**src/rtl/ftd_pkg.sv**
```systemverilog
package ftd_pkg;

    // Field widths of the frame interface
    localparam int MEAN_W  = 16;
    localparam int CHG_W   = 24;
    localparam int DELTA_W = 17;
    localparam int SUM_W   = 23;
    localparam int THR_W   = 22;
    localparam int DARK_W  = 16;
    localparam int WLEN_W  = 7;
    localparam int CFG_W   = 24;

    // Stream payload widths, padded to whole bytes
    localparam int IN_FIELDS_W  = MEAN_W + CHG_W;
    localparam int OUT_FIELDS_W = 1 + DELTA_W + SUM_W;
    localparam int IN_TDATA_W   = ((IN_FIELDS_W + 7) / 8) * 8;
    localparam int OUT_TDATA_W  = ((OUT_FIELDS_W + 7) / 8) * 8;

    // Sliding window geometry
    localparam int MAX_WINDOW = 64;
    localparam int CNT_W      = $clog2(MAX_WINDOW + 1);
    localparam int IDX_W      = $clog2(MAX_WINDOW);

    // Saturation bound of the running sum
    localparam int SUM_LIMIT = 4194303;

    // Reset value of the window length register
    localparam logic [WLEN_W-1:0] WINDOW_LEN_RESET = WLEN_W'(60);

    // Configuration register indexes
    localparam int CFG_IDX_W = 2;
    typedef enum logic [CFG_IDX_W-1:0] {
        REG_SAFE_AREA   = 2'd0,
        REG_FLASH_THR   = 2'd1,
        REG_DARK_THR    = 2'd2,
        REG_WINDOW_LEN  = 2'd3
    } cfg_reg_t;

    // Per-cell control of the window chain
    typedef struct packed {
        logic shift;
        logic load;
    } cell_ctrl_t;

endpackage

```
**src/rtl/flash_transition_detector.sv**
```systemverilog
// Path: an accepted request passes the stage one, stage two and output registers in order
// before m_tvalid rises. Throughput: one request per cycle unless the output stalls;
// the accumulate step over the window chain is done within stage two. Each stage holds
// its request until the next stage frees, so bubbles are squeezed out.
// Reset: asynchronous, active low; means, sum and window clear, window length returns to 60.
// Reset leaves the other configuration registers at zero and the pipeline empty.
module flash_transition_detector
    import ftd_pkg::*;
(
    input  logic                   clk,
    input  logic                   rst_n,
    input  logic                   cfg_we,
    input  logic [CFG_IDX_W-1:0]   cfg_index,
    input  logic [CFG_W-1:0]       cfg_data,
    input  logic                   s_tvalid,
    output logic                   s_tready,
    // frame_mean[15:0], changed_pixels[39:16]
    input  logic [IN_TDATA_W-1:0]  s_tdata,
    output logic                   m_tvalid,
    input  logic                   m_tready,
    // is_transition[0], frame_delta[17:1], running_sum[40:18], zero padding above
    output logic [OUT_TDATA_W-1:0] m_tdata
);

    logic [CHG_W-1:0]          safe_area_reg;
    logic [THR_W-1:0]          flash_thr_reg;
    logic [DARK_W-1:0]         dark_thr_reg;
    logic [WLEN_W-1:0]         window_len_reg;

    logic [MEAN_W-1:0]         frame_mean;
    logic [CHG_W-1:0]          changed_pixels;
    logic [MEAN_W-1:0]         cur_mean_reg;
    logic signed [DELTA_W-1:0] delta_in;
    logic [MEAN_W-1:0]         darker_in;

    logic                      v1_reg;
    logic signed [DELTA_W-1:0] delta1_reg;
    logic [MEAN_W-1:0]         darker1_reg;
    logic                      v2_reg;
    logic signed [DELTA_W-1:0] delta2_reg;
    logic [MEAN_W-1:0]         darker2_reg;
    logic signed [SUM_W-1:0]   prev2_reg;
    logic signed [SUM_W-1:0]   sum2_reg;
    logic                      out_valid_reg;
    logic                      out_flag_reg;
    logic signed [DELTA_W-1:0] out_delta_reg;
    logic signed [SUM_W-1:0]   out_sum_reg;

    logic                      out_ready;
    logic                      ready2;
    logic                      ready1;
    logic                      adv1;
    logic                      adv2;
    logic                      adv3;
    logic signed [SUM_W-1:0]   prev_sum;
    logic signed [SUM_W-1:0]   new_sum;
    logic signed [SUM_W-1:0]   prev_neg;
    logic signed [SUM_W-1:0]   sum_neg;
    logic [THR_W-1:0]          mag_prev;
    logic [THR_W-1:0]          mag_sum;
    logic                      flag;

    // Configuration registers
    always_ff @(posedge clk or negedge rst_n)
    begin
        if (!rst_n)
        begin
            safe_area_reg  <= '0;
            flash_thr_reg  <= '0;
            dark_thr_reg   <= '0;
            window_len_reg <= WINDOW_LEN_RESET;
        end
        else if (cfg_we)
        begin
            case (cfg_reg_t'(cfg_index))
                REG_SAFE_AREA:  safe_area_reg  <= cfg_data[CHG_W-1:0];
                REG_FLASH_THR:  flash_thr_reg  <= cfg_data[THR_W-1:0];
                REG_DARK_THR:   dark_thr_reg   <= cfg_data[DARK_W-1:0];
                REG_WINDOW_LEN: window_len_reg <= cfg_data[WLEN_W-1:0];
                default:        ;
            endcase
        end
    end

    // Handshake across the three stages.
    assign out_ready = !out_valid_reg || m_tready;
    assign ready2    = !v2_reg || out_ready;
    assign ready1    = !v1_reg || ready2;
    assign s_tready  = ready1;
    assign adv1      = s_tvalid && ready1;
    assign adv2      = v1_reg && ready2;
    assign adv3      = v2_reg && out_ready;

    // Stage one: frame difference and darker mean.
    assign frame_mean     = s_tdata[MEAN_W-1:0];
    assign changed_pixels = s_tdata[IN_FIELDS_W-1:MEAN_W];
    assign delta_in       = (changed_pixels >= safe_area_reg)
                          ? ($signed({1'b0, frame_mean}) - $signed({1'b0, cur_mean_reg}))
                          : '0;
    assign darker_in      = (cur_mean_reg < frame_mean) ? cur_mean_reg : frame_mean;

    always_ff @(posedge clk or negedge rst_n)
    begin
        if (!rst_n)
        begin
            cur_mean_reg <= '0;
            v1_reg       <= 1'b0;
        end
        else
        begin
            if (adv1)
            begin
                cur_mean_reg <= frame_mean;
            end
            if (adv1)
            begin
                v1_reg <= 1'b1;
            end
            else if (adv2)
            begin
                v1_reg <= 1'b0;
            end
        end
    end

    always_ff @(posedge clk)
    begin
        if (adv1)
        begin
            delta1_reg  <= delta_in;
            darker1_reg <= darker_in;
        end
    end

    // Stage two: the sliding window and the running sum.
    ftd_window u_window
    (
        .clk        (clk),
        .rst_n      (rst_n),
        .step       (adv2),
        .delta      (delta1_reg),
        .window_len (window_len_reg),
        .prev_sum   (prev_sum),
        .new_sum    (new_sum)
    );

    always_ff @(posedge clk or negedge rst_n)
    begin
        if (!rst_n)
        begin
            v2_reg <= 1'b0;
        end
        else if (adv2)
        begin
            v2_reg <= 1'b1;
        end
        else if (adv3)
        begin
            v2_reg <= 1'b0;
        end
    end

    always_ff @(posedge clk)
    begin
        if (adv2)
        begin
            delta2_reg  <= delta1_reg;
            darker2_reg <= darker1_reg;
            prev2_reg   <= prev_sum;
            sum2_reg    <= new_sum;
        end
    end

    // Stage three: threshold tests on the old and new sums.
    always_comb
    begin
        prev_neg = -prev2_reg;
        sum_neg  = -sum2_reg;
        mag_prev = prev2_reg[SUM_W-1] ? prev_neg[THR_W-1:0] : prev2_reg[THR_W-1:0];
        mag_sum  = sum2_reg[SUM_W-1]  ? sum_neg[THR_W-1:0]  : sum2_reg[THR_W-1:0];
        flag     = !((prev2_reg[SUM_W-1] == sum2_reg[SUM_W-1]) && (mag_prev >= flash_thr_reg))
                && (mag_sum >= flash_thr_reg)
                && (darker2_reg < dark_thr_reg);
    end

    always_ff @(posedge clk or negedge rst_n)
    begin
        if (!rst_n)
        begin
            out_valid_reg <= 1'b0;
        end
        else if (adv3)
        begin
            out_valid_reg <= 1'b1;
        end
        else if (m_tready)
        begin
            out_valid_reg <= 1'b0;
        end
    end

    always_ff @(posedge clk)
    begin
        if (adv3)
        begin
            out_flag_reg  <= flag;
            out_delta_reg <= delta2_reg;
            out_sum_reg   <= sum2_reg;
        end
    end

    assign m_tvalid = out_valid_reg;
    assign m_tdata  = {{(OUT_TDATA_W-OUT_FIELDS_W){1'b0}}, out_sum_reg, out_delta_reg,
                       out_flag_reg};

`ifndef NO_ASSERTIONS
    // An empty output register lets every stage move, so the input side is ready.
    assert property (@(posedge clk) disable iff (!rst_n) !m_tvalid |-> s_tready)
        else $error("input not ready while the output register is empty");

    // The running sum never takes the one code below the saturation bound.
    assert property (@(posedge clk) disable iff (!rst_n)
        m_tvalid |-> (out_sum_reg != -SUM_W'(SUM_LIMIT) - SUM_W'(1)))
        else $error("running sum outside its saturation range");

    // A request in stage one that cannot move on is still there next cycle.
    assert property (@(posedge clk) disable iff (!rst_n) (v1_reg && !ready2) |=> v1_reg)
        else $error("stage one request lost while stalled");
`endif

endmodule

```
**src/rtl/ftd_cell.sv**
```systemverilog
module ftd_cell
    import ftd_pkg::*;
(
    input  logic                      clk,
    input  logic                      rst_n,
    input  cell_ctrl_t                ctrl,
    input  logic signed [DELTA_W-1:0] delta,
    input  logic signed [DELTA_W-1:0] neighbour,
    output logic signed [DELTA_W-1:0] value
);

    logic signed [DELTA_W-1:0] value_reg;

    // A new difference is written here, or the entry moves one place towards the head.
    always_ff @(posedge clk or negedge rst_n)
    begin
        if (!rst_n)
        begin
            value_reg <= '0;
        end
        else if (ctrl.load)
        begin
            value_reg <= delta;
        end
        else if (ctrl.shift)
        begin
            value_reg <= neighbour;
        end
    end

    assign value = value_reg;

endmodule

```
**src/rtl/ftd_window.sv**
```systemverilog
module ftd_window
    import ftd_pkg::*;
(
    input  logic                      clk,
    input  logic                      rst_n,
    input  logic                      step,
    input  logic signed [DELTA_W-1:0] delta,
    input  logic [WLEN_W-1:0]         window_len,
    output logic signed [SUM_W-1:0]   prev_sum,
    output logic signed [SUM_W-1:0]   new_sum
);

    localparam int LEN_W = (WLEN_W > CNT_W) ? WLEN_W : CNT_W;
    localparam int EXT_W = SUM_W + 1;
    localparam logic signed [EXT_W-1:0] LIMIT_X     = EXT_W'(SUM_LIMIT);
    localparam logic signed [EXT_W-1:0] NEG_LIMIT_X = -EXT_W'(SUM_LIMIT);

    logic [CNT_W-1:0]          count_reg;
    logic [CNT_W-1:0]          count_next;
    logic [CNT_W-1:0]          count_dec;
    logic signed [SUM_W-1:0]   acc_reg;
    logic signed [SUM_W-1:0]   acc_next;
    logic [LEN_W-1:0]          len_wide;
    logic [LEN_W-1:0]          len_clip;
    logic [CNT_W-1:0]          len_eff;
    logic                      same_sign;
    logic                      pop;
    logic                      restart;
    logic [IDX_W-1:0]          wr_idx;
    logic signed [EXT_W-1:0]   acc_x;
    logic signed [EXT_W-1:0]   old_x;
    logic signed [EXT_W-1:0]   delta_x;
    logic signed [EXT_W-1:0]   raw_sum;
    logic signed [SUM_W-1:0]   clamped;
    logic signed [DELTA_W-1:0] cell_value [MAX_WINDOW];

    // Effective window length: zero reads as one, large values as the full chain.
    always_comb
    begin
        len_wide = LEN_W'(window_len);
        if (len_wide == '0)
        begin
            len_clip = LEN_W'(1);
        end
        else if (len_wide > LEN_W'(MAX_WINDOW))
        begin
            len_clip = LEN_W'(MAX_WINDOW);
        end
        else
        begin
            len_clip = len_wide;
        end
        len_eff = CNT_W'(len_clip);
    end

    // Sign test, oldest entry drop and write position.
    assign same_sign = (acc_reg[SUM_W-1] == delta[DELTA_W-1]);
    assign restart   = !same_sign;
    assign pop       = same_sign && (count_reg >= len_eff);
    assign count_dec = count_reg - CNT_W'(1);
    assign wr_idx    = pop ? count_dec[IDX_W-1:0] : count_reg[IDX_W-1:0];

    // Running sum, popped oldest entry removed, saturated; sign flip restarts.
    always_comb
    begin
        acc_x   = {acc_reg[SUM_W-1], acc_reg};
        old_x   = pop ? {{(EXT_W-DELTA_W){cell_value[0][DELTA_W-1]}}, cell_value[0]} : '0;
        delta_x = {{(EXT_W-DELTA_W){delta[DELTA_W-1]}}, delta};
        raw_sum = acc_x - old_x + delta_x;
        if (raw_sum > LIMIT_X)
        begin
            clamped = SUM_W'(LIMIT_X);
        end
        else if (raw_sum < NEG_LIMIT_X)
        begin
            clamped = SUM_W'(NEG_LIMIT_X);
        end
        else
        begin
            clamped = raw_sum[SUM_W-1:0];
        end
        acc_next = same_sign ? clamped : SUM_W'(delta_x);
    end

    // Fill count of the window.
    always_comb
    begin
        count_next = count_reg;
        if (step)
        begin
            if (restart)
            begin
                count_next = CNT_W'(1);
            end
            else if (!pop && (count_reg != CNT_W'(MAX_WINDOW)))
            begin
                count_next = count_reg + CNT_W'(1);
            end
        end
    end

    always_ff @(posedge clk or negedge rst_n)
    begin
        if (!rst_n)
        begin
            count_reg <= CNT_W'(1);
            acc_reg   <= '0;
        end
        else if (step)
        begin
            count_reg <= count_next;
            acc_reg   <= acc_next;
        end
    end

    // Chain of window cells, the oldest entry in cell zero.
    for (genvar i = 0; i < MAX_WINDOW; i++)
    begin : g_cell
        cell_ctrl_t                ctrl;
        logic signed [DELTA_W-1:0] neighbour;

        assign ctrl.load  = step && (restart ? (i == 0) : (wr_idx == IDX_W'(i)));
        assign ctrl.shift = step && pop;

        if (i == MAX_WINDOW - 1)
        begin : g_last
            assign neighbour = '0;
        end
        else
        begin : g_mid
            assign neighbour = cell_value[i+1];
        end

        ftd_cell u_cell
        (
            .clk       (clk),
            .rst_n     (rst_n),
            .ctrl      (ctrl),
            .delta     (delta),
            .neighbour (neighbour),
            .value     (cell_value[i])
        );
    end

    assign prev_sum = acc_reg;
    assign new_sum  = acc_next;

endmodule
```
**config.mk**
```make
export PLATFORM = sky130hd
export DESIGN_NAME = flash_transition_detector
export DESIGN_NICKNAME = d
export VERILOG_FILES = /design/src/rtl/ftd_pkg.sv /design/src/rtl/flash_transition_detector.sv /design/src/rtl/ftd_cell.sv /design/src/rtl/ftd_window.sv
export SDC_FILE = /design/constraint.sdc
export NUM_CORES = 2
export LEC_CHECK = 0
export BUFFER_PORTS_ARGS = -buffer_cell sky130_fd_sc_hd__buf_2
export CORE_ASPECT_RATIO = 0.5
export CORE_MARGIN = 5
export CORE_UTILIZATION = 30
export CTS_CLUSTER_SIZE = 25
export DETAILED_ROUTE_END_ITERATION = 7
export PLACE_DENSITY_LB_ADDON = 0.08
export SYNTH_ARGS = -nofsm -noshare
export SYNTH_HDL_FRONTEND = slang
export SYNTH_SLANG_ARGS = --single-unit
```
**constraint.sdc**
```tcl
create_clock -name clk -period 6.77 [get_ports clk]
set_input_delay 0.677 -clock clk [delete_from_list [all_inputs] [get_ports clk]]
set_output_delay 0.677 -clock clk [all_outputs]
set_load 0.01 [all_outputs]
```
==> run summary <==
Outcome: complete, but fails checks
Violated checks: design-rule violations
Layout net count: 6889
Worst-Margin Slew: 1.27 ns
Initial Util: 30.2%
Layout area overhead: 12.7%
Pre-Repair DR Iteration Count: 8
Fmax achieved: 160 MHz
Crit-path max FO: 17
Placed cell count: 9397
Synthesized cell area: 0.0656 mm^2
Area of the multi-input gates: 0.0281 mm^2
HPWL Detailed: 132000 um
CP max stage delay: 0.66 ns
Pwr per Cell Area: 421 mW/mm^2
Via density per instance: 4.96
Ports: 121
Total die area: 0.229 mm^2
Die X: 671 um
Total GRT Usage: 17.6%
Reg area: 0.0348 mm^2
Max_slew headroom: 15.3%
EDFF count, synth: 153
Max reg flops: 1088
# DRC: 3
Period minus WS final: 6.25 ns
CP bufs+invs: 3
Share of the synthesized area in the top cell type: 45.8%
Final Hold Fails: 0
Vias in the first global route: 46620
WL final: 206000 um
Final period util: 92.3%
Syn avg cell area: 9.63 um^2
PnR Total Power: 0.0312 W
Clock Skews: 0.0389 ns
Post-synth top cells: nand2_1 (1450), dfrtp_1 (1201), mux2i_1 (666)
First-pass GRT wire length: 314000 um
Initial DRC Count: 4317
Num rows: 121
Final setup fails: 0
Initial antenna violation count: 5
CTS Sinks: 1359
Antenna viol nets, final: 0
Critical Path RT: 7.28 ns
Clock root cell: clkbuf_16
Final Instance Count excl. Fillers: 9655
Post-synthesis cell type count: 91
Fin Setup TNS: 0 ns
P_leak: 31.1 nW
Synth warn: 0
Startpoint types: flop
Worst skew pair latency: 0.80 ns
Core box area: 0.218 mm^2
Synthesized instance count: 6817
Kind of critical path: reg2reg
Hold WC Path Type: in2reg
Largest net degree at the start of global routing: 205
Sequential share of the synthesized area: 53.0%
WL/cell: 21.3 um
Crit-path leading delay family: compound AO/OA/AOI/OAI gates
Largest area contributor in the netlist: dfrtp_1
Share of cells above drive strength 1: 8.87%
Fillers: 21859
CTS tree: yes
Die Y: 341 um
Synth Flop Type: dfrtp_1
Nature of the critical path endpoint: flop
Vias: 47900
RePlAce Congestion: 0.813
Asr flop ratio synth: 88.7%
Clock Path Buffers: 4
Synth top area cells: dfrtp_1 (46%), mux2i_1 (10%), nand2_1 (8.3%)
Worst VDD drop: 0.300 mV
Slowest cell on crit path: dfstp_2
Min Hold Slack: 0.114 ns
H-tree depth: 4
Crit path cell chain: inv_1, ha_1, nand2b_1, a21o_1, a21o_1, a21oi_4, nor2_2, buf_4, and2_1, fa_1, inv_1, ha_1, o211ai_1, o211ai_1, nand3_1, o211ai_2, a221o_1, a21oi_4, xnor2_2, nand2_1, a21oi_1, o21ai_0
Slew Viols, Final: 0
TritonCTS buffer count: 149
Finished Cell Area: 0.0740 mm^2
WP data arrival: 6.76 ns
Most frequent cell after synthesis: nand2_1
Setup repair after global routing missed its margin: false
Placed cell area: 0.0691 mm^2
Number of synthesized register bits: 1359
CTS clk-pin slew, worst paths: 0.07 ns
Post-CTS Setup Bufs: 0
Max-cap violation count: 0
Total gr overflow: 0
PortBufs: 113
## cell type report
cell class                      instances  area share [%]
Sequential cell                      1359            47.0
Inverter                              195           0.993
Antenna cell                            2         0.00676
Clock buffer                          227            6.05
Clock inverter                         28           0.572
Timing Repair Buffer                  243            2.50
Multi-Input combinational cell       4711            38.0
Tap cell                             2890            4.89
## final timing paths
path / slack (ns) / from / to / cells after the start
hold / removal: 0.11 / cfg_data[22] / safe_area_reg[22]$_DFFE_PN0P_ / 3
setup / recovery: 0.52 / u_window.count_reg[0]$_DFFE_PN1P_ / sum2_reg[12]$_DFFE_PP_ / 22
setup reg to reg: 0.52 / u_window.count_reg[0]$_DFFE_PN1P_ / sum2_reg[12]$_DFFE_PP_ / 22
max in group asynchronous: 4.53 / rst_n / u_window.g_cell[10].u_cell.value[12]$_DFFE_PN0P_ / 4
hold reg to reg: 0.41 / delta2_reg[2]$_DFFE_PP_ / out_delta_reg[2]$_DFFE_PP_ / 0
min in group asynchronous: 0.54 / rst_n / safe_area_reg[6]$_DFFE_PN0P_ / 2
## report_power, final
group,switching (W),internal [W],leakage [nW]
Combinational,0.00697,0.00404,10.9
Clock,0.00348,0.00496,2.41
Sequential,0.00141,0.0103,17.8
Total,0.0119,0.0193,31.1
## layer usage
metal,share of wire (%),track usage [%],vias to the layer above
met3,5.2,2.96,231
met1,53,28.1,23629
met5,0,0,-
li1,-,-,23008
met4,1.9,3.46,0
met2,40,24.7,1032
## kinds of logic after synthesis
family                   count (synthesis)  share of synthesized area, %
AND/OR/NAND/NOR                       2297                          14.1
AO/OA/AOI/OAI                         1424                          12.5
flip-flops                            1359                          53.0
buffers and inverters                  753                          4.47
multiplexers                           742                          11.5
adder cells (fa/ha/maj)                163                          3.36
XOR/XNOR                                78                          1.09
other                                    1                       0.00571
## tightest hold or removal path: stages
cell,delay (ns)
buf_2,0.07
nand2_1,0.03
o21ai_0,0.07
## placed cells by master (no fill, tap or decap), types with 11 or more instances in the layout
| master | n |
|---|---|
| ha_1 | 136 |
| clkbuf_1 | 37 |
| clkbuf_8 | 37 |
| buf_12 | 24 |
| o21ai_1 | 66 |
| clkbuf_16 | 153 |
| mux2_2 | 74 |
| a31oi_1 | 400 |
| clkinv_2 | 12 |
| nand2_1 | 1450 |
| a222oi_1 | 17 |
| edfxtp_1 | 153 |
| fa_1 | 23 |
| nor3_1 | 23 |
| a21o_1 | 34 |
| nand3_1 | 61 |
| nor2_1 | 596 |
| o21ai_0 | 584 |
| nand2b_1 | 18 |
| inv_1 | 192 |
| and3_1 | 20 |
| or3_1 | 18 |
| nor2b_1 | 12 |
| buf_4 | 106 |
| buf_2 | 112 |
| xnor2_1 | 63 |
| mux2i_1 | 666 |
| dfrtp_1 | 1201 |
| nand4_1 | 13 |
| and2_1 | 21 |
| bufinv_16 | 11 |
| a21oi_1 | 210 |
| o31ai_1 | 18 |
## through the flow
| stage | setup slack (ns) | utilization (%) |
|---|---|---|
| after CTS | 0.0752 | 34.0 |
| after floorplan | 1.28 | - |
| after global routing | 0.157 | 34.0 |
| final | 0.520 | 34.0 |
| after global placement | 0.156 | 31.7 |
| after detailed placement | 0.106 | 31.7 |
## timing repair
item	4_1_cts	5_1_grt
endpoints found under the setup margin	0	21
hold buffers	1	0
gates resized for setup	0	1
hold endpoints to repair	105	0
Note: power is estimated with default switching activity, not from simulation.
